`src/hdl/alt_pkg.sv`:
```
// alt_pkg: shared constants, codes and types for the array list table.
// Used by every module of the block and by its checker.
`default_nettype none

package alt_pkg;

	localparam int CAPACITY = 128;
	localparam int IDX_W    = $clog2(CAPACITY);
	localparam int CNT_W    = $clog2(CAPACITY + 1);
	localparam int VAL_W    = 32;
	localparam int OP_W     = 2;
	localparam int ST_W     = 3;
	localparam int ECNT_W   = 8;

	typedef enum logic [OP_W-1:0] {
		OP_INSERT,
		OP_REMOVE,
		OP_FIRST,
		OP_NEXT
	} op_t;

	typedef enum logic [ST_W-1:0] {
		ST_OK,
		ST_FULL,
		ST_EMPTY,
		ST_NOT_FOUND,
		ST_END
	} st_t;

	typedef struct packed {
		logic wr;
		logic shift;
		logic cmp;
		logic cap;
		logic in_list;
		logic pick;
	} cell_ctl_t;

endpackage

`default_nettype wire

```
`src/hdl/alt_cell.sv`:
```
// alt_cell: one list slot; holds an entry, compares it, shifts from its upper neighbor.
// Depends on alt_pkg.
`default_nettype none

module alt_cell (
	input  wire logic                      clk,
	input  wire alt_pkg::cell_ctl_t        ctl,
	input  wire logic [alt_pkg::VAL_W-1:0] val,
	input  wire logic [alt_pkg::VAL_W-1:0] up_entry,
	output logic      [alt_pkg::VAL_W-1:0] entry,
	output logic                           match,
	output logic      [alt_pkg::VAL_W-1:0] pick_data
);

	logic [alt_pkg::VAL_W-1:0] entry_q;
	logic                      match_q;
	logic [alt_pkg::VAL_W-1:0] pdata_q;

	always_ff @(posedge clk) begin
		if (ctl.wr) begin
			entry_q <= val;
		end else if (ctl.shift) begin
			entry_q <= up_entry;
		end
		if (ctl.cmp) begin
			match_q <= ctl.in_list && (entry_q == val);
		end
		if (ctl.cap) begin
			pdata_q <= ctl.pick ? entry_q : '0;
		end
	end

	assign entry     = entry_q;
	assign match     = match_q;
	assign pick_data = pdata_q;

endmodule

`default_nettype wire

```
`config.mk`:
```
export PLATFORM = sky130hd
export DESIGN_NAME = alt_cell
export DESIGN_NICKNAME = d
export VERILOG_FILES = /design/src/hdl/alt_pkg.sv /design/src/hdl/alt_cell.sv
export SDC_FILE = /design/constraint.sdc
export NUM_CORES = 1
export LEC_CHECK = 0
export ABC_CLOCK_PERIOD_IN_PS = 1500
export BUFFER_PORTS_ARGS = -buffer_cell sky130_fd_sc_hd__buf_2
export CORE_ASPECT_RATIO = 0.6
export CORE_MARGIN = 1
export CORE_UTILIZATION = 48
export CTS_BUF_LIST = sky130_fd_sc_hd__clkbuf_4 sky130_fd_sc_hd__clkbuf_8
export CTS_CLUSTER_SIZE = 16
export DETAILED_ROUTE_END_ITERATION = 16
export PLACE_DENSITY = 0.82
export SYNTH_ARGS = -nofsm -noshare
export SYNTH_HDL_FRONTEND = slang
export SYNTH_SLANG_ARGS = --single-unit
```
`constraint.sdc`:
```
create_clock -name clk -period 1.5 [get_ports clk]
set_input_delay 0.15 -clock clk [delete_from_list [all_inputs] [get_ports clk]]
set_output_delay 0.15 -clock clk [all_outputs]
set_load 0.02 [all_outputs]
```
==> results of run 1 <==
synthesized netlist by cell type:
master / count
edfxtp_1: 65
nor3_1: 1
clkbuf_1: 3
xnor2_1: 1
nand4_1: 1
nand3_1: 2
xor2_1: 31
and2_1: 32
buf_2: 4
mux2_2: 32
or2_2: 1
nor4_1: 7
nor3_2: 1
state kept, by name (all words and copies together) (netlist names):
name,cells
match,1
entry,32
pick_data,32
cell type report:
class / instances / share of cell area
Sequential cell: 65 / 0.496
Clock buffer: 9 / 0.0315
Clock inverter: 7 / 0.0216
Tap cell: 80 / 0.0254
Multi-Input combinational cell: 109 / 0.243
Timing Repair Buffer: 139 / 0.182
worst max-delay path, delay by kind of cell (launching register included):
kind	cells	cell delay, ps
flops	1	420
xor+xnor	1	180
simple gates	3	670
timing repair:
action	in CTS	in global routing
gates resized for setup	2	4
endpoints found under the setup margin	1	1
pin swaps	0	5
setup buffers	0	1
per-layer routing:
layer | vias up | part of all wire | GRT usage
li1 | 947 | - | -
met1 | 929 | 0.43 | 0.262
met2 | 98 | 0.47 | 0.323
met3 | 6 | 0.091 | 0.0833
met4 | 0 | 0.0093 | 0.0786
met5 | - | 0 | 0
power by group:
part / internal [mW] / switching (mW) / leakage (nW)
clock: 0.918 / 0.644 / 0.104
combinational: 0.339 / 0.475 / 0.926
sequential: 2.20 / 0.0952 / 0.667
total: 3.45 / 1.21 / 1.70
final timing paths:
check	startpoint	end	slack, ps	cells past startpoint
max	entry[26]$_DFFE_PP_	match$_DFFE_PP_	80	4
min	ctl[3]	match$_DFFE_PP_	20	1
max reg2reg	entry[26]$_DFFE_PP_	match$_DFFE_PP_	80	4
min reg2reg	entry[31]$_DFFE_PP_	pick_data[31]$_SDFFCE_PN0P_	600	1
logic make-up (layout without fill, tap and decap cells):
| family | Yosys count | after routing | synth area share |
|---|---|---|---|
| buffers and inverters | 7 | 155 | 0.0108 |
| AND/OR/NAND/NOR | 45 | 45 | 0.0969 |
| multiplexers | 32 | 32 | 0.124 |
| XOR/XNOR | 32 | 32 | 0.0965 |
| flip-flops | 65 | 65 | 0.672 |
==> impl_metrics.py, run 1 <==
metrics = {
    "layout": {
        "drive_gt1_frac": 0.587,
        "multi_input_area_sq_um": 958,
        "final_cell_mix": "buf_2, edfxtp_1, mux2_2, and2_1, xor2_1",
        "fin_util": 0.691,
        "nNetsFinal": 395,
        "n_antenna_cell": 0,
        "nFillCells": 437,
        "final_common_cell": "buf_2",
        "fin_cells": 409,
        "finalInstanceArea_sq_um": 3940,
        "regArea_sq_um": 1950,
        "area_delta_synth_final_pct": 35.5,
    },
    "timing": {
        "fmax_ghz": 0.703,
        "relSlewSlack": 0.476,
        "finClkSkew_ps": 8.31,
        "whs_ps": 22.1,
        "setup_tns_ps": 0,
        "post-route-worst-setup-slack_ps": 77.8,
        "hold_viol": 0,
        "finalSetupViolCount": 0,
        "tightest_slew_ps": 786,
        "fin_crit_sh": 0.948,
        "drv_slew": 0,
        "rsz0062_at_grt": "false",
        "finalCriticalPeriod_ps": 1420,
    },
    "drt": {
        "ant_nets": 0,
        "wl_um": 6330,
        "via_count": 1980,
        "remaining_drc_errors": 0,
        "drt_iter0_drc": 72,
        "dr.pass1.iters": 5,
        "vias_per_cell": 4.84,
        "wire_per_inst_um": 15.5,
    },
    "worst_setup_path": {
        "path_class": "register to register",
        "worstPathRequired_ps": 1680,
        "crit_chain": "xor2_1 > nor4_2 > nand3_1 > nor3_2",
        "start_kind": "register",
        "cp_slowest_cell": "edfxtp_1",
        "worst-path-max-fanout": 3,
        "max_stage_delay_ps": 420,
        "crit_path_end_kind": "register",
        "critPathArrivalTime_ps": 1600,
    },
    "global_routing": {
        "grt_use_total": 0.208,
        "grt_pass1_vias": 1881,
        "grt_max_degree": 33,
        "antenna_found_initial": 0,
        "grt_pass1_wl_um": 9520,
        "grt.overflow.total": 0,
    },
    "clock_network": {
        "clk_pin_slew_worst_paths_ps": 70,
        "cts_tree": "built",
        "root_buffer": "clkbuf_8",
        "hold_buffers": 0,
        "cts.htree.levels": 3,
        "cts.sinks": 65,
        "cts_buffer_depth": 2,
        "cts_buffers": 9,
        "clkLatencyLatePin_ps": 330,
    },
    "placed_design": {
        "dp.final_hpwl_um": 4560,
        "pre_cts_ws_ps": 14.9,
        "postPlaceCellArea_sq_um": 3680,
        "placed_cells": 392,
        "gp_congestion": 0.736,
        "io_buffers": 135,
    },
    "logic_synthesis": {
        "ys_warn_count": 0,
        "yosys.cell_types.count": 13,
        "syn_area_sq_um": 2910,
        "synth_area_leaders": "edfxtp_1, mux2_2, xor2_1, and2_1, nor4_1",
        "ys_seq_area_frac": 0.672,
        "synth_seq_cells": 65,
        "syn_area_per_cell_sq_um": 16.1,
        "synthCells": 181,
        "post-synth-top-area-cell": "edfxtp_1",
        "syn_nets": 252,
        "yosysTopAreaCellShare": 0.672,
    },
    "worst_hold_path": {
        "hp-class": "primary input to register",
    },
    "outcome": {
        "run_status": "complete, no violations",
    },
    "floorplan": {
        "rows": 21,
        "start_util": 0.510,
        "fp.dieH_um": 62.3,
        "core_sq_um": 5700,
        "die_w_um": 102,
        "die_area_sq_um": 6380,
        "ios": 136,
    },
    "power_and_ir_drop": {
        "finalPower_mw": 4.67,
        "vdd_drop_max_uv": 791,
        "leakagePower_nw": 1.70,
        "power_density_nw_per_um2": 1190,
    },
    "run": {
        "cap_violations": 0,
    },
}
Power figures use the tool's default switching activity.
==> inputs of run 2 (changes only) <==
--- a/config.mk
+++ b/config.mk
@@ -5,11 +5,12 @@
 export SDC_FILE = /design/constraint.sdc
 export NUM_CORES = 1
 export LEC_CHECK = 0
+export ABC_AREA = 1
 export ABC_CLOCK_PERIOD_IN_PS = 1500
 export BUFFER_PORTS_ARGS = -buffer_cell sky130_fd_sc_hd__buf_2
 export CORE_ASPECT_RATIO = 0.6
 export CORE_MARGIN = 1
-export CORE_UTILIZATION = 48
+export CORE_UTILIZATION = 49
 export CTS_BUF_LIST = sky130_fd_sc_hd__clkbuf_4 sky130_fd_sc_hd__clkbuf_8
 export CTS_CLUSTER_SIZE = 16
 export DETAILED_ROUTE_END_ITERATION = 16
==> impl_metrics.py, run 2 <==
metrics = {
    "clock_network": {
        "clkLatencyLatePin_ps": 330,
        "cts_buffers": 9,
        "postCtsResizedCells": 0,
        "clk_pin_slew_worst_paths_ps": 70,
        "cts_buffer_depth": 2,
        "cts.sinks": 65,
        "hold_buffers": 0,
        "cts_tree": "built",
        "root_buffer": "clkbuf_8",
        "post_cts_buffers": 0,
        "cts.htree.levels": 3,
    },
    "timing": {
        "relSlewSlack": 0.579,
        "rsz0062_at_grt": "false",
        "setup_tns_ps": 0,
        "finalCriticalPeriod_ps": 1350,
        "drv_slew": 0,
        "hold_viol": 0,
        "fin_crit_sh": 0.901,
        "finClkSkew_ps": 4.97,
        "tightest_slew_ps": 632,
        "fmax_ghz": 0.740,
        "finalSetupViolCount": 0,
    },
    "worst_setup_path": {
        "critPathTopFamily": "simple AND/OR/NAND/NOR gates",
        "max_stage_delay_ps": 460,
        "start_kind": "register",
        "worstPathRequired_ps": 1690,
        "crit_chain": "nand2_1 > nand2_1 > nor2_1 > nand2_1 > nor2_1 > nand3_1 > nor2_1",
        "cp_slowest_cell": "edfxtp_1",
        "worst-path-max-fanout": 4,
        "critPathArrivalTime_ps": 1540,
        "crit_path_end_kind": "register",
        "path_class": "register to register",
        "cp_num_buf_inv": 0,
    },
    "logic_synthesis": {
        "syn_area_sq_um": 3150,
        "yosys-top-cells-count": "nand2_1, inv_1, edfxtp_1, o21ai_0, nor2_1",
        "yosysTopAreaCellShare": 0.620,
        "synth_async_sr_flop_share": 0,
        "syn_area_per_cell_sq_um": 8.82,
        "ys.flop_type": "edfxtp_1",
        "ys_seq_area_frac": 0.620,
        "synth_edf_count": 65,
        "synthCells": 357,
        "synth_area_leaders": "edfxtp_1, nand2_1, inv_1, o21ai_0, xnor2_1",
        "post-synth-top-area-cell": "edfxtp_1",
        "yosys.cell_types.count": 13,
        "synth_seq_cells": 65,
        "ys_warn_count": 0,
        "syn_nets": 428,
        "post-synth-top-count-cell": "nand2_1",
    },
    "drt": {
        "ant_nets": 0,
        "via_count": 2683,
        "wl_um": 7420,
        "wire_per_inst_um": 12.6,
        "dr.pass1.iters": 5,
        "remaining_drc_errors": 0,
        "vias_per_cell": 4.56,
        "drt_iter0_drc": 179,
    },
    "global_routing": {
        "antenna_found_initial": 0,
        "grt_max_degree": 42,
        "grt_pass1_wl_um": 11900,
        "grt_use_total": 0.237,
        "grt_pass1_vias": 2522,
        "grt.overflow.total": 0,
    },
    "floorplan": {
        "die_w_um": 105,
        "start_util": 0.511,
        "ios": 136,
        "core_sq_um": 6170,
        "fp.dieH_um": 64.1,
        "die_area_sq_um": 6760,
        "rows": 22,
    },
    "power_and_ir_drop": {
        "leakagePower_nw": 2.32,
        "finalPower_mw": 4.79,
        "power_density_nw_per_um2": 1150,
        "vdd_drop_max_uv": 691,
    },
    "placed_design": {
        "io_buffers": 135,
        "gp_congestion": 0.785,
        "dp.final_hpwl_um": 5490,
    },
    "layout": {
        "area_delta_synth_final_pct": 32.6,
        "final_common_cell": "nand2_1",
        "n_antenna_cell": 0,
        "nNetsFinal": 571,
        "drive_gt1_frac": 0.315,
        "nFillCells": 528,
        "final_cell_mix": "nand2_1, buf_2, inv_1, edfxtp_1, o21ai_0",
    },
    "worst_hold_path": {
        "hp-class": "primary input to register",
    },
    "run": {
        "cap_violations": 0,
    },
    "outcome": {
        "run_status": "complete, no violations",
    },
}
run 2: changes by cell type after synthesis, moves of 9 or more:
cell     change
nand2_1    +157
inv_1       +72
and2_1      -32
mux2_2      -32
xor2_1      -30
o21ai_0     +21
nor2_1      +17
xnor2_1      +9
run 2: final timing paths:
kind	end	cells past startpoint	slack [ps]	start
min	match$_DFFE_PP_	1	30	ctl[3]
min reg2reg	pick_data[1]$_SDFFCE_PN0P_	2	590	entry[1]$_DFFE_PP_
max	match$_DFFE_PP_	7	150	entry[29]$_DFFE_PP_
max reg2reg	match$_DFFE_PP_	7	150	entry[29]$_DFFE_PP_
run 2: final cells by class:
cell class / instances / area, sq um / area share
inverter: 73 / 274 / 0.0656
clock inverter: 5 / 80.1 / 0.0192
timing repair buffer: 141 / 746 / 0.179
clock buffer: 11 / 139 / 0.0333
tap: 84 / 105 / 0.0252
multi-input combinational: 210 / 878 / 0.210
sequential: 65 / 1950 / 0.468
run 2: metrics by stage:
stage,util,hold WS [ps],cell area [sq um],worst slack (ps),instances
2_1_floorplan,-,262,3150,347,357
3_3_place_gp,0.641,358,3960,273,573
3_5_place_dp,0.641,371,3960,209,573
4_1_cts,0.677,19.6,4170,130,589
5_1_grt,0.677,5.68,4170,78.7,589
6_report,0.677,34.0,4170,148,589
run 2: power breakdown:
group          total, mW  switching (mW)  leakage, nW  internal (mW)
clock               1.62           0.654        0.106          0.970
sequential          2.31           0.112        0.671           2.20
combinational      0.856           0.541         1.54          0.315
run 2: kinds of logic after synthesis:
logic type             Yosys count  synth area share
buffers and inverters           82             0.101
XOR/XNOR                        11            0.0306
AO/OA/AOI/OAI                   22            0.0358
flip-flops                      65             0.620
AND/OR/NAND/NOR                177             0.213
run 2: per-layer routing:
layer  part of all wire  track usage  wire length [um]
met3              0.079       0.0867               585
met4             0.0034       0.0528                25
met5                  0            0                 0
met1               0.45        0.312              3350
met2               0.47        0.377              3460
run 2: worst reg2reg max path: stages, from the launching register on:
cell	delay (ps)
edfxtp_1	460
nand2_1	120
nand2_1	80
nor2_1	110
nand2_1	80
nor2_1	150
nand3_1	110
nor2_1	100
