### config.mk
export PLATFORM = sky130hd
export DESIGN_NAME = alt_prefix
export DESIGN_NICKNAME = d
export VERILOG_FILES = /design/src/hdl/alt_pkg.sv /design/src/hdl/alt_prefix.sv
export SDC_FILE = /design/constraint.sdc
export NUM_CORES = 1
export LEC_CHECK = 0
export ABC_AREA = 1
export BUFFER_PORTS_ARGS = -buffer_cell sky130_fd_sc_hd__clkbuf_2
export CORE_MARGIN = 2
export CORE_UTILIZATION = 42
export DETAILED_ROUTE_END_ITERATION = 10
export GPL_ROUTABILITY_DRIVEN = 0
export GPL_TIMING_DRIVEN = 0
export PLACE_DENSITY = 0.8
export SLEW_MARGIN = 25
export SYNTH_ARGS = -nofsm -noshare
export SYNTH_HDL_FRONTEND = slang
export SYNTH_SLANG_ARGS = --single-unit
### constraint.sdc
create_clock -name vclk -period 1.33
set_input_delay 0.0665 -clock vclk [all_inputs]
set_output_delay 0.0665 -clock vclk [all_outputs]
set_load 0.02 [all_outputs]
### src/hdl/alt_pkg.sv
// alt_pkg: shared constants, codes and types for the array list table.
// Used by every module of the block and by its checker.
`default_nettype none

package alt_pkg;

	localparam int CAPACITY = 128;
	localparam int IDX_W    = $clog2(CAPACITY);
	localparam int CNT_W    = $clog2(CAPACITY + 1);
	localparam int VAL_W    = 32;
	localparam int OP_W     = 2;
	localparam int ST_W     = 3;
	localparam int ECNT_W   = 8;

	typedef enum logic [OP_W-1:0] {
		OP_INSERT,
		OP_REMOVE,
		OP_FIRST,
		OP_NEXT
	} op_t;

	typedef enum logic [ST_W-1:0] {
		ST_OK,
		ST_FULL,
		ST_EMPTY,
		ST_NOT_FOUND,
		ST_END
	} st_t;

	typedef struct packed {
		logic wr;
		logic shift;
		logic cmp;
		logic cap;
		logic in_list;
		logic pick;
	} cell_ctl_t;

endpackage

`default_nettype wire

### src/hdl/alt_prefix.sv
// alt_prefix: inclusive prefix OR over the cell match flags (log-depth).
// Depends on alt_pkg.
`default_nettype none

module alt_prefix (
	input  wire logic [alt_pkg::CAPACITY-1:0] m,
	output logic      [alt_pkg::CAPACITY-1:0] incl
);

	logic [alt_pkg::CAPACITY-1:0] lvl [alt_pkg::IDX_W+1];

	always_comb begin
		lvl[0] = m;
		for (int k = 0; k < alt_pkg::IDX_W; k++) begin
			lvl[k+1] = lvl[k] | (lvl[k] << (1 << k));
		end
	end

	assign incl = lvl[alt_pkg::IDX_W];

endmodule

`default_nettype wire

==> flow_summary_export.csv, run 1 <==
group,metric,value,unit
outcome,outcome,"finished with violations",
outcome,violations,"negative setup slack",
floorplanning,core_area,0.009109,mm2
timing,worst_pin_slew,0.2253,ns
yosys,yosys_warnings,0,
floorplanning,die_h,100.1,um
floorplanning,die_w,100.1,um
timing,min_period_over_period,102.2,%
route,viasPerCell,4.959,
global_routing,grt_pass1_wl,26.59,mm
yosys,avgSynthCellArea,3.981,um2
route,vias,6699,
final_layout,fillCellCount,857,
route,drc,0,
timing,setup_viol,8,
timing,rsz0062_at_grt,"true",
final_layout,nFlopsAndLatches,0,
pwr,cellPowerDensity,135.0,mW/mm2
yosys,synth_cell_types,15,
critical_path,crit_fanout,5,
final_layout,register_area,0,um2
critical_path,crit_arrival,1.29,ns
critical_path,cp-end-kind,"primary output",
timing,timing.final.ws_setup,-0.02917,ns
critical_path,crit_required,1.26,ns
placement,dp_slack,-0.2471,ns
yosys,netlist_area,0.003877,mm2
yosys,yosysSeqAreaShare,0,%
route,wirelength,18.90,mm
floorplanning,die_area,0.01002,mm2
hold_path,holdCritStartpoint,"m[1]",
yosys,synth_top_area_share,36.98,%
floorplanning,fp-row-count,35,
global_routing,grt_max_degree,6,
yosys,yosys.area.top_type,"nand2_1",
final_layout,num_antenna_cells,0,
critical_path,path_class,"primary input to primary output",
timing,fmax,735.7,MHz
route,ant_nets,0,
floorplanning,boundaryPins,256,
hold_path,worstHoldPathType,"primary input to primary output",
yosys,syn_nets,1102,
final_layout,layout_commonest_cell,"nand2_1",
timing,hold_viol,0,
placement,port_buffers,256,
global_routing,first_global_vias,5894,
job,cap_viol_max_count,0,
final_layout,clockBufferCount,0,
final_layout,nets,1370,
route,wire_per_inst,13.99,um
yosys,synth_area_leaders,"nand2_1 37%, nor2_1 29%, inv_1 20%",
critical_path,crit_path_start_kind,"primary input",
route,first_pass_iters,5,
final_layout,synthToLayoutAreaGrowth,70.83,%
route,drt_iter0_markers,291,
yosys,netlist_instances,974,
floorplanning,initial_core_util,42.57,%
global_routing,gr-usage-all-layers,32.99,%
timing,hold_slack,0.5118,ns
final_layout,final_cell_mix,"283 x nand2_1, 227 x clkbuf_2, 178 x inv_1, 141 x nor2_1, 103 x nand2_2",
hold_path,min_path_cells,4,
hold_path,hold_path_end,"incl[1]",
pwr,irDropWorstVdd,0.1052,mV
global_routing,grt-ovfl-total,0,
global_routing,antenna_found_initial,0,
timing,slew_headroom,84.92,%
pwr,p_leak,3.028,nW
clock_network,postCtsHoldBufs,0,
timing,drv_slew,0,
timing,period_needed,1.359,ns
placement,dp_hpwl,15.71,mm
final_layout,drive_gt1_share,49.27,%
[synth_stat cells (all sizes together)]
library cell / instances
nand2: 397
nor2: 330
inv: 211
nand3: 25
and2: 5
or2: 3
nand4: 2
buf: 1
[repair_timing]
| item | CTS | global route |
|---|---|---|
| setup buffers | 2 | 8 |
| pin swaps | 10 | 95 |
| endpoints found under the setup margin | 85 | 96 |
| endpoints found under the hold margin | 0 | 0 |
| resized for setup | 54 | 384 |
| cloned | 0 | 0 |
[layout make-up]
class | count | area, um2 | area share (%)
buffer | 1 | 7.507 | 0.1133
inverter | 211 | 794.5 | 11.99
multi-input combinational | 762 | 4215 | 63.64
tap | 111 | 138.9 | 2.097
timing repair buffer | 266 | 1468 | 22.16
[where the power goes]
group | total, mW | switching (mW) | internal (mW)
Clock | 0 | 0 | 0
Sequential | 0 | 0 | 0
Combinational | 0.894 | 0.584 | 0.310
Total | 0.894 | 0.584 | 0.310
[layer usage]
metal | part of all wire, % | track usage, %
met1 | 36 | 37.45
met2 | 49 | 60.81
met3 | 9.0 | 4.526
met4 | 6.1 | 15.28
met5 | 0 | 0
[critical path, stage by stage]
cell,delay [ns]
clkbuf_16,0.13
nor2_4,0.15
inv_2,0.06
nor2_4,0.16
nand2_2,0.09
nor2_4,0.15
nand2_4,0.12
nor2_4,0.14
nand2_1,0.07
buf_2,0.16
[stage by stage]
step	cell area, um2	cells	power [mW]	util [%]	setup TNS, ns
3_5_place_dp	5303	1341	0.6645	58.21	-6.476
5_1_grt	6624	1351	0.9686	72.72	-3.698
3_3_place_gp	5303	1341	0.6584	58.21	-6.080
2_1_floorplan	3882	974	0.3467	-	0
4_1_cts	5495	1343	0.6907	60.33	-0.05649
6_report	6624	1351	0.8939	72.72	-0.07861
[worst max-delay path by stage]
stage | startpoint | to | slack (ns) | cells after the start
finish | m[9] | incl[101] | -0.03 | 10
global placement | m[9] | incl[117] | -0.24 | 10
CTS | m[0] | incl[78] | -0.01 | 10
global route | m[74] | incl[109] | -0.12 | 10
detailed placement | m[9] | incl[101] | -0.25 | 10
floorplan | m[0] | incl[118] | 0.07 | 8
[kinds of logic after synthesis]
| logic type | after synthesis | share of synthesized area [%] |
|---|---|---|
| simple gates | 762 | 79.38 |
| buf+inv | 212 | 20.62 |
Note: power is estimated with default switching activity, not from simulation.
==> run 2: changes to the inputs <==
ABC_AREA = unset   (was 1)
BUFFER_PORTS_ARGS = -buffer_cell sky130_fd_sc_hd__buf_2   (was -buffer_cell sky130_fd_sc_hd__clkbuf_2)
CORE_AREA = 2 2 98 100   (was unset)
CORE_MARGIN = unset   (was 2)
CORE_UTILIZATION = unset   (was 42)
DIE_AREA = 0 0 100 102   (was unset)
PLACE_DENSITY = unset   (was 0.8)
==> run 2 against run 1 <==
Against the previous run:
- critical endpoint is now incl[75]
- core utilization is 14 points lower
- die area rose by 1.8%
- critical path type unchanged
- synthesized cell count decreased by 71%
- count of clock-buffer cells in the layout unchanged
- sequential cell count stayed put
- largest cell class is now buffers
- critical path depth down 1
- fmax is 49% lower
- routed wire length is 31% lower
- via count shrank 46%
- the flow still finishes with violations (negative setup slack)
- final cell count down 48%
- non-clock buffer count rose by 54
- worst setup slack worse by 1.3 ns
==> flow_summary_export.csv, run 2 <==
group,metric,value,unit
pwr,clkPwrFrac,0,%
yosys,netlist_area,0.001592,mm2
global_routing,grt-ovfl-total,0,
global_routing,grt_max_degree,10,
critical_path,crit_arrival,2.62,ns
route,drt_iter0_markers,100,
final_layout,fillCellCount,761,
final_layout,nets,723,
global_routing,first_global_vias,3615,
outcome,violations,"negative setup slack",
floorplanning,initial_core_util,17.47,%
floorplanning,boundaryPins,256,
job,cap_viol_max_count,0,
timing,rsz0062_at_grt,"true",
critical_path,crit_slowest_cell,"or4_4",
final_layout,clockBufferCount,0,
yosys,yosys_warnings,0,
timing,setup_viol,124,
critical_path,path_class,"primary input to primary output",
floorplanning,die_w,100,um
pwr,switchingPower,0.2654,mW
yosys,synth_top_area_share,12.58,%
hold_path,worstHoldPathType,"primary input to primary output",
pwr,cellInternalPower,0.2111,mW
route,ant_nets,0,
route,viasPerCell,5.137,
final_layout,layout_commonest_cell,"buf_2",
timing,period_needed,2.684,ns
yosys,yosysSeqAreaShare,0,%
clock_network,postCtsHoldBufs,0,
timing,hold_viol,0,
yosys,syn_nets,409,
yosys,avgSynthCellArea,5.664,um2
global_routing,grt_pass1_wl,18.44,mm
yosys,synth_cell_types,32,
floorplanning,die_h,102,um
critical_path,cp_cell_sequence,"buf_6, or4_4, nor4_4, buf_4, and3_4, nand4_4, or4_4, or4b_4, buf_6",
route,first_pass_iters,6,
final_layout,register_area,0,um2
final_layout,final_cells,706,
timing,min_period_over_period,201.8,%
route,vias,3627,
critical_path,crit_required,1.26,ns
outcome,outcome,"finished with violations",
final_layout,drive_gt1_share,78.58,%
floorplanning,fp-row-count,35,
timing,fmax,372.5,MHz
critical_path,cp-end-kind,"primary output",
critical_path,cp_num_buf_inv,3,
floorplanning,die_area,0.01020,mm2
pwr,irDropWorstVdd,0.09952,mV
timing,setup_tns,-116.97,ns
timing,slew_headroom,44.30,%
final_layout,nFlopsAndLatches,0,
pwr,swShare,55.70,%
timing,worst_pin_slew,0.8291,ns
yosys,synth_area_leaders,"or3_1 13%, nor4_1 9.0%, nor3_1 8.8%",
yosys,yosys.area.top_type,"or3_1",
pwr,seqPwrFrac,0,%
critical_path,cp_top_family,"simple AND/OR/NAND/NOR gates",
placement,dp_hpwl,10.39,mm
yosys,netlist_instances,281,
route,drc,0,
pwr,p_leak,2.286,nW
pwr,combPwrFrac,100.0,%
final_layout,synthToLayoutAreaGrowth,234.7,%
timing,hold_slack,0.4348,ns
global_routing,gr-usage-all-layers,22.70,%
placement,port_buffers,256,
timing,drv_slew,0,
yosys,synth_common_cells,"37 x nand2_1, 35 x nor2_1, 32 x or3_1",
critical_path,crit_path_start_kind,"primary input",
final_layout,final_cell_mix,"144 x buf_2, 130 x buf_6, 34 x buf_4, 30 x nor2_1, 23 x or3_4",
floorplanning,core_area,0.009109,mm2
yosys,yosysMostFrequentCell,"nand2_1",
critical_path,max_stage_delay,0.55,ns
timing,timing.final.ws_setup,-1.354,ns
route,wirelength,13.02,mm
global_routing,antenna_found_initial,0,
critical_path,crit_fanout,3,
placement,post-place-cells,648,
critical_path,startpoint,"m[3]",
hold_path,holdCritStartpoint,"m[67]",
pwr,cellPowerDensity,89.45,mW/mm2
route,wire_per_inst,18.44,um
final_layout,multi_input_area,0.002445,mm2
-- run 2: cell types whose count changed after synthesis, sizes merged, moves of 15 or more --
cell | before | now
or4 | 0 | 17
nand2 | 397 | 37
nand4 | 2 | 17
or3 | 0 | 32
nor4 | 0 | 24
nor3 | 0 | 29
inv | 211 | 10
nor2 | 330 | 35
-- run 2: worst paths after layout --
kind | depth (start not counted) | to | slack [ns]
setup / recovery | 9 | incl[75] | -1.35
hold / removal | 3 | incl[67] | 0.43
-- run 2: logic make-up after synthesis --
logic type | count (synthesis) | share of synthesized area [%]
buf+inv | 19 | 5.581
simple gates | 262 | 94.42
-- run 2: area by class of cell --
cell class,instances,share of cell area (%)
timing repair buffer,315,48.77
multi-input combinational,262,45.90
tap,111,2.607
buffer,6,1.550
inverter,10,1.081
antenna,2,0.09396
-- run 2: repair_timing --
item,CTS,global route
resized for setup,154,140
pin swaps,16,14
cloned,2,0
setup buffers,36,30
setup endpoints to repair,124,124
-- run 2: power by group through the flow --
stage | logic [mW] | registers [mW] | clock network, mW
3_3_place_gp | 0.427 | 0 | 0
4_1_cts | 0.454 | 0 | 0
6_report | 0.476 | 0 | 0.000000203
5_1_grt | 0.512 | 0 | 0
3_5_place_dp | 0.434 | 0 | 0
2_1_floorplan | 0.128 | 0 | 0
-- run 2: layer usage --
| layer | up-vias | global-route usage (%) | routed length (um) |
|---|---|---|---|
| li1 | 1714 | - | - |
| met1 | 1714 | 23.44 | 4404 |
| met2 | 185 | 48.23 | 7454 |
| met3 | 14 | 3.694 | 993 |
| met4 | 0 | 3.267 | 166 |
| met5 | - | 0 | 0 |
-- run 2: metrics by stage --
stage	cell area (um2)	power, mW	setup slack, ns	utilization [%]
finish	5326	0.4764	-1.354	58.48
global placement	3890	0.4266	-1.752	42.71
floorplan	2470	0.1282	-1.238	-
global route	5321	0.5116	-1.408	58.42
detailed placement	3890	0.4341	-1.799	42.71
CTS	4766	0.4544	-1.367	52.32
==> run 3: changes to the inputs <==
CAP_MARGIN = 20   (was unset)
GPL_TIMING_DRIVEN = unset   (was 0)
==> run 3 against run 2 <==
Against the previous run:
- core utilization increased by 13 points
- routed wire length increased by 16%
- highest routed layer unchanged
- the run still ends with negative setup slack left
- critical path depth decreased by 1
- cell area increased by 22%
- combinational power increased by 50%
- critical path type unchanged
- global-route usage increased by 3.8 points
- worst setup slack improved by 0.037 ns
==> flow_summary_export.csv, run 3 (synthesis gave the netlist of run 2 again) <==
group,metric,value,unit
outcome,outcome,"finished with violations",
outcome,violations,"negative setup slack",
floorplanning,die_w,100,um
hold_path,worstHoldPathType,"primary input to primary output",
timing,setup_tns,-113.21,ns
final_layout,nFlopsAndLatches,0,
route,ant_nets,0,
global_routing,first_global_vias,4531,
critical_path,path_class,"primary input to primary output",
global_routing,antenna_found_initial,1,
job,cap_viol_max_count,0,
critical_path,cp_num_buf_inv,2,
final_layout,clockBufferCount,0,
final_layout,drive_gt1_share,82.18,%
timing,worst_pin_slew,0.4535,ns
final_layout,finalInstanceArea,0.006475,mm2
timing,rsz0062_at_grt,"true",
final_layout,synthToLayoutAreaGrowth,306.8,%
critical_path,crit_fanout,3,
critical_path,cp_top_family,"simple AND/OR/NAND/NOR gates",
route,wire_per_inst,17.43,um
hold_path,hold_path_end,"incl[100]",
critical_path,max_stage_delay,0.56,ns
critical_path,crit_arrival,2.58,ns
route,drt_iter0_markers,118,
floorplanning,boundaryPins,256,
floorplanning,die_h,102,um
floorplanning,initial_core_util,17.47,%
route,drc,0,
global_routing,grt-ovfl-total,0,
final_layout,register_area,0,um2
placement,placed_area,0.005266,mm2
timing,period_needed,2.648,ns
timing,setup_viol,123,
critical_path,cp_cell_sequence,"buf_6, or4_4, nor4_4, and3_4, nand4_4, or4_4, or4b_4, buf_6",
critical_path,crit_slowest_cell,"or4_4",
timing,drv_slew,0,
floorplanning,core_area,0.009109,mm2
route,first_pass_iters,4,
timing,fmax,377.7,MHz
floorplanning,die_area,0.01020,mm2
global_routing,grt_pass1_wl,21.53,mm
pwr,cellPowerDensity,110.0,mW/mm2
timing,min_period_over_period,199.1,%
global_routing,grt_max_degree,9,
timing,slew_headroom,69.49,%
critical_path,cp-end-kind,"primary output",
final_layout,layout_commonest_cell,"buf_4",
critical_path,crit_required,1.26,ns
hold_path,holdCritStartpoint,"m[100]",
placement,dp_hpwl,12.00,mm
route,vias,4334,
floorplanning,fp-row-count,35,
critical_path,crit_path_start_kind,"primary input",
route,wirelength,15.11,mm
placement,port_buffers,256,
final_layout,final_cell_mix,"194 x buf_4, 147 x buf_2, 126 x buf_6, 30 x nor2_1, 24 x or3_4",
hold_path,min_path_cells,4,
timing,timing.final.ws_setup,-1.318,ns
global_routing,gr-usage-all-layers,26.47,%
final_layout,nets,882,
pwr,irDropWorstVdd,0.1327,mV
final_layout,fillCellCount,668,
pwr,p_leak,3.055,nW
route,viasPerCell,4.999,
timing,hold_viol,0,
==> run 3: cell types whose count changed in the layout (fill, tap and decap cells not counted), sizes merged <==
cell / change
buf: +161
clkbuf: -2
diode: +2
==> run 3: where the power goes <==
part           leakage (nW)  switching, mW  internal [mW]
combinational          3.06          0.315          0.397
clock             0.0000254              0    0.000000406
sequential                0              0              0
==> run 3: layout make-up <==
cell class | count | area (um2) | share of cell area [%]
repair buffers | 480 | 3869 | 59.75
diodes | 4 | 10.01 | 0.1546
well taps | 111 | 138.9 | 2.145
multi-input cells | 262 | 2405 | 37.14
inverters | 10 | 52.55 | 0.8116
==> run 3: worst min-delay path, cell delays in order <==
cell and delay (ns):
buf_2 0.09, nor2_1 0.05, nand2_4 0.06, buf_6 0.10
==> run 3: worst max-delay path by stage <==
stage                     start  slack, ns  cells past startpoint   endpoint
after global routing       m[3]      -1.37                     12  incl[123]
after detailed placement  m[18]      -1.38                      8   incl[91]
after floorplan           m[18]      -1.24                      6   incl[75]
after CTS                  m[3]      -1.35                      8   incl[75]
after global placement     m[6]      -1.35                      8   incl[91]
final                      m[3]      -1.32                      8   incl[75]
==> run 3: per-layer routing <==
layer | GRT usage [%] | vias up | share of wire, %
li1 | - | 2021 | -
met1 | 25.13 | 2044 | 33
met2 | 56.86 | 224 | 55
met3 | 4.583 | 45 | 7.6
met4 | 7.798 | 0 | 4.0
met5 | 0 | - | 0
==> run 3: repair_timing <==
item,4_1_cts,5_1_grt
resized for setup,218,58
endpoints found under the setup margin,123,123
cloned,1,0
setup buffers,23,23
pin swaps,30,19
hold buffers,0,0
==> run 3: stage by stage <==
stage / instances / setup slack, ns / power [mW] / hold WS, ns / util (%)
final: 867 / -1.318 / 0.7122 / 0.4350 / 71.09
after floorplan: 281 / -1.238 / 0.1282 / 0.2342 / -
after global routing: 864 / -1.365 / 0.7559 / 0.4487 / 71.00
after detailed placement: 831 / -1.381 / 0.6733 / 0.4502 / 57.82
after CTS: 849 / -1.354 / 0.6831 / 0.4388 / 67.83
after global placement: 831 / -1.352 / 0.6572 / 0.4535 / 57.82
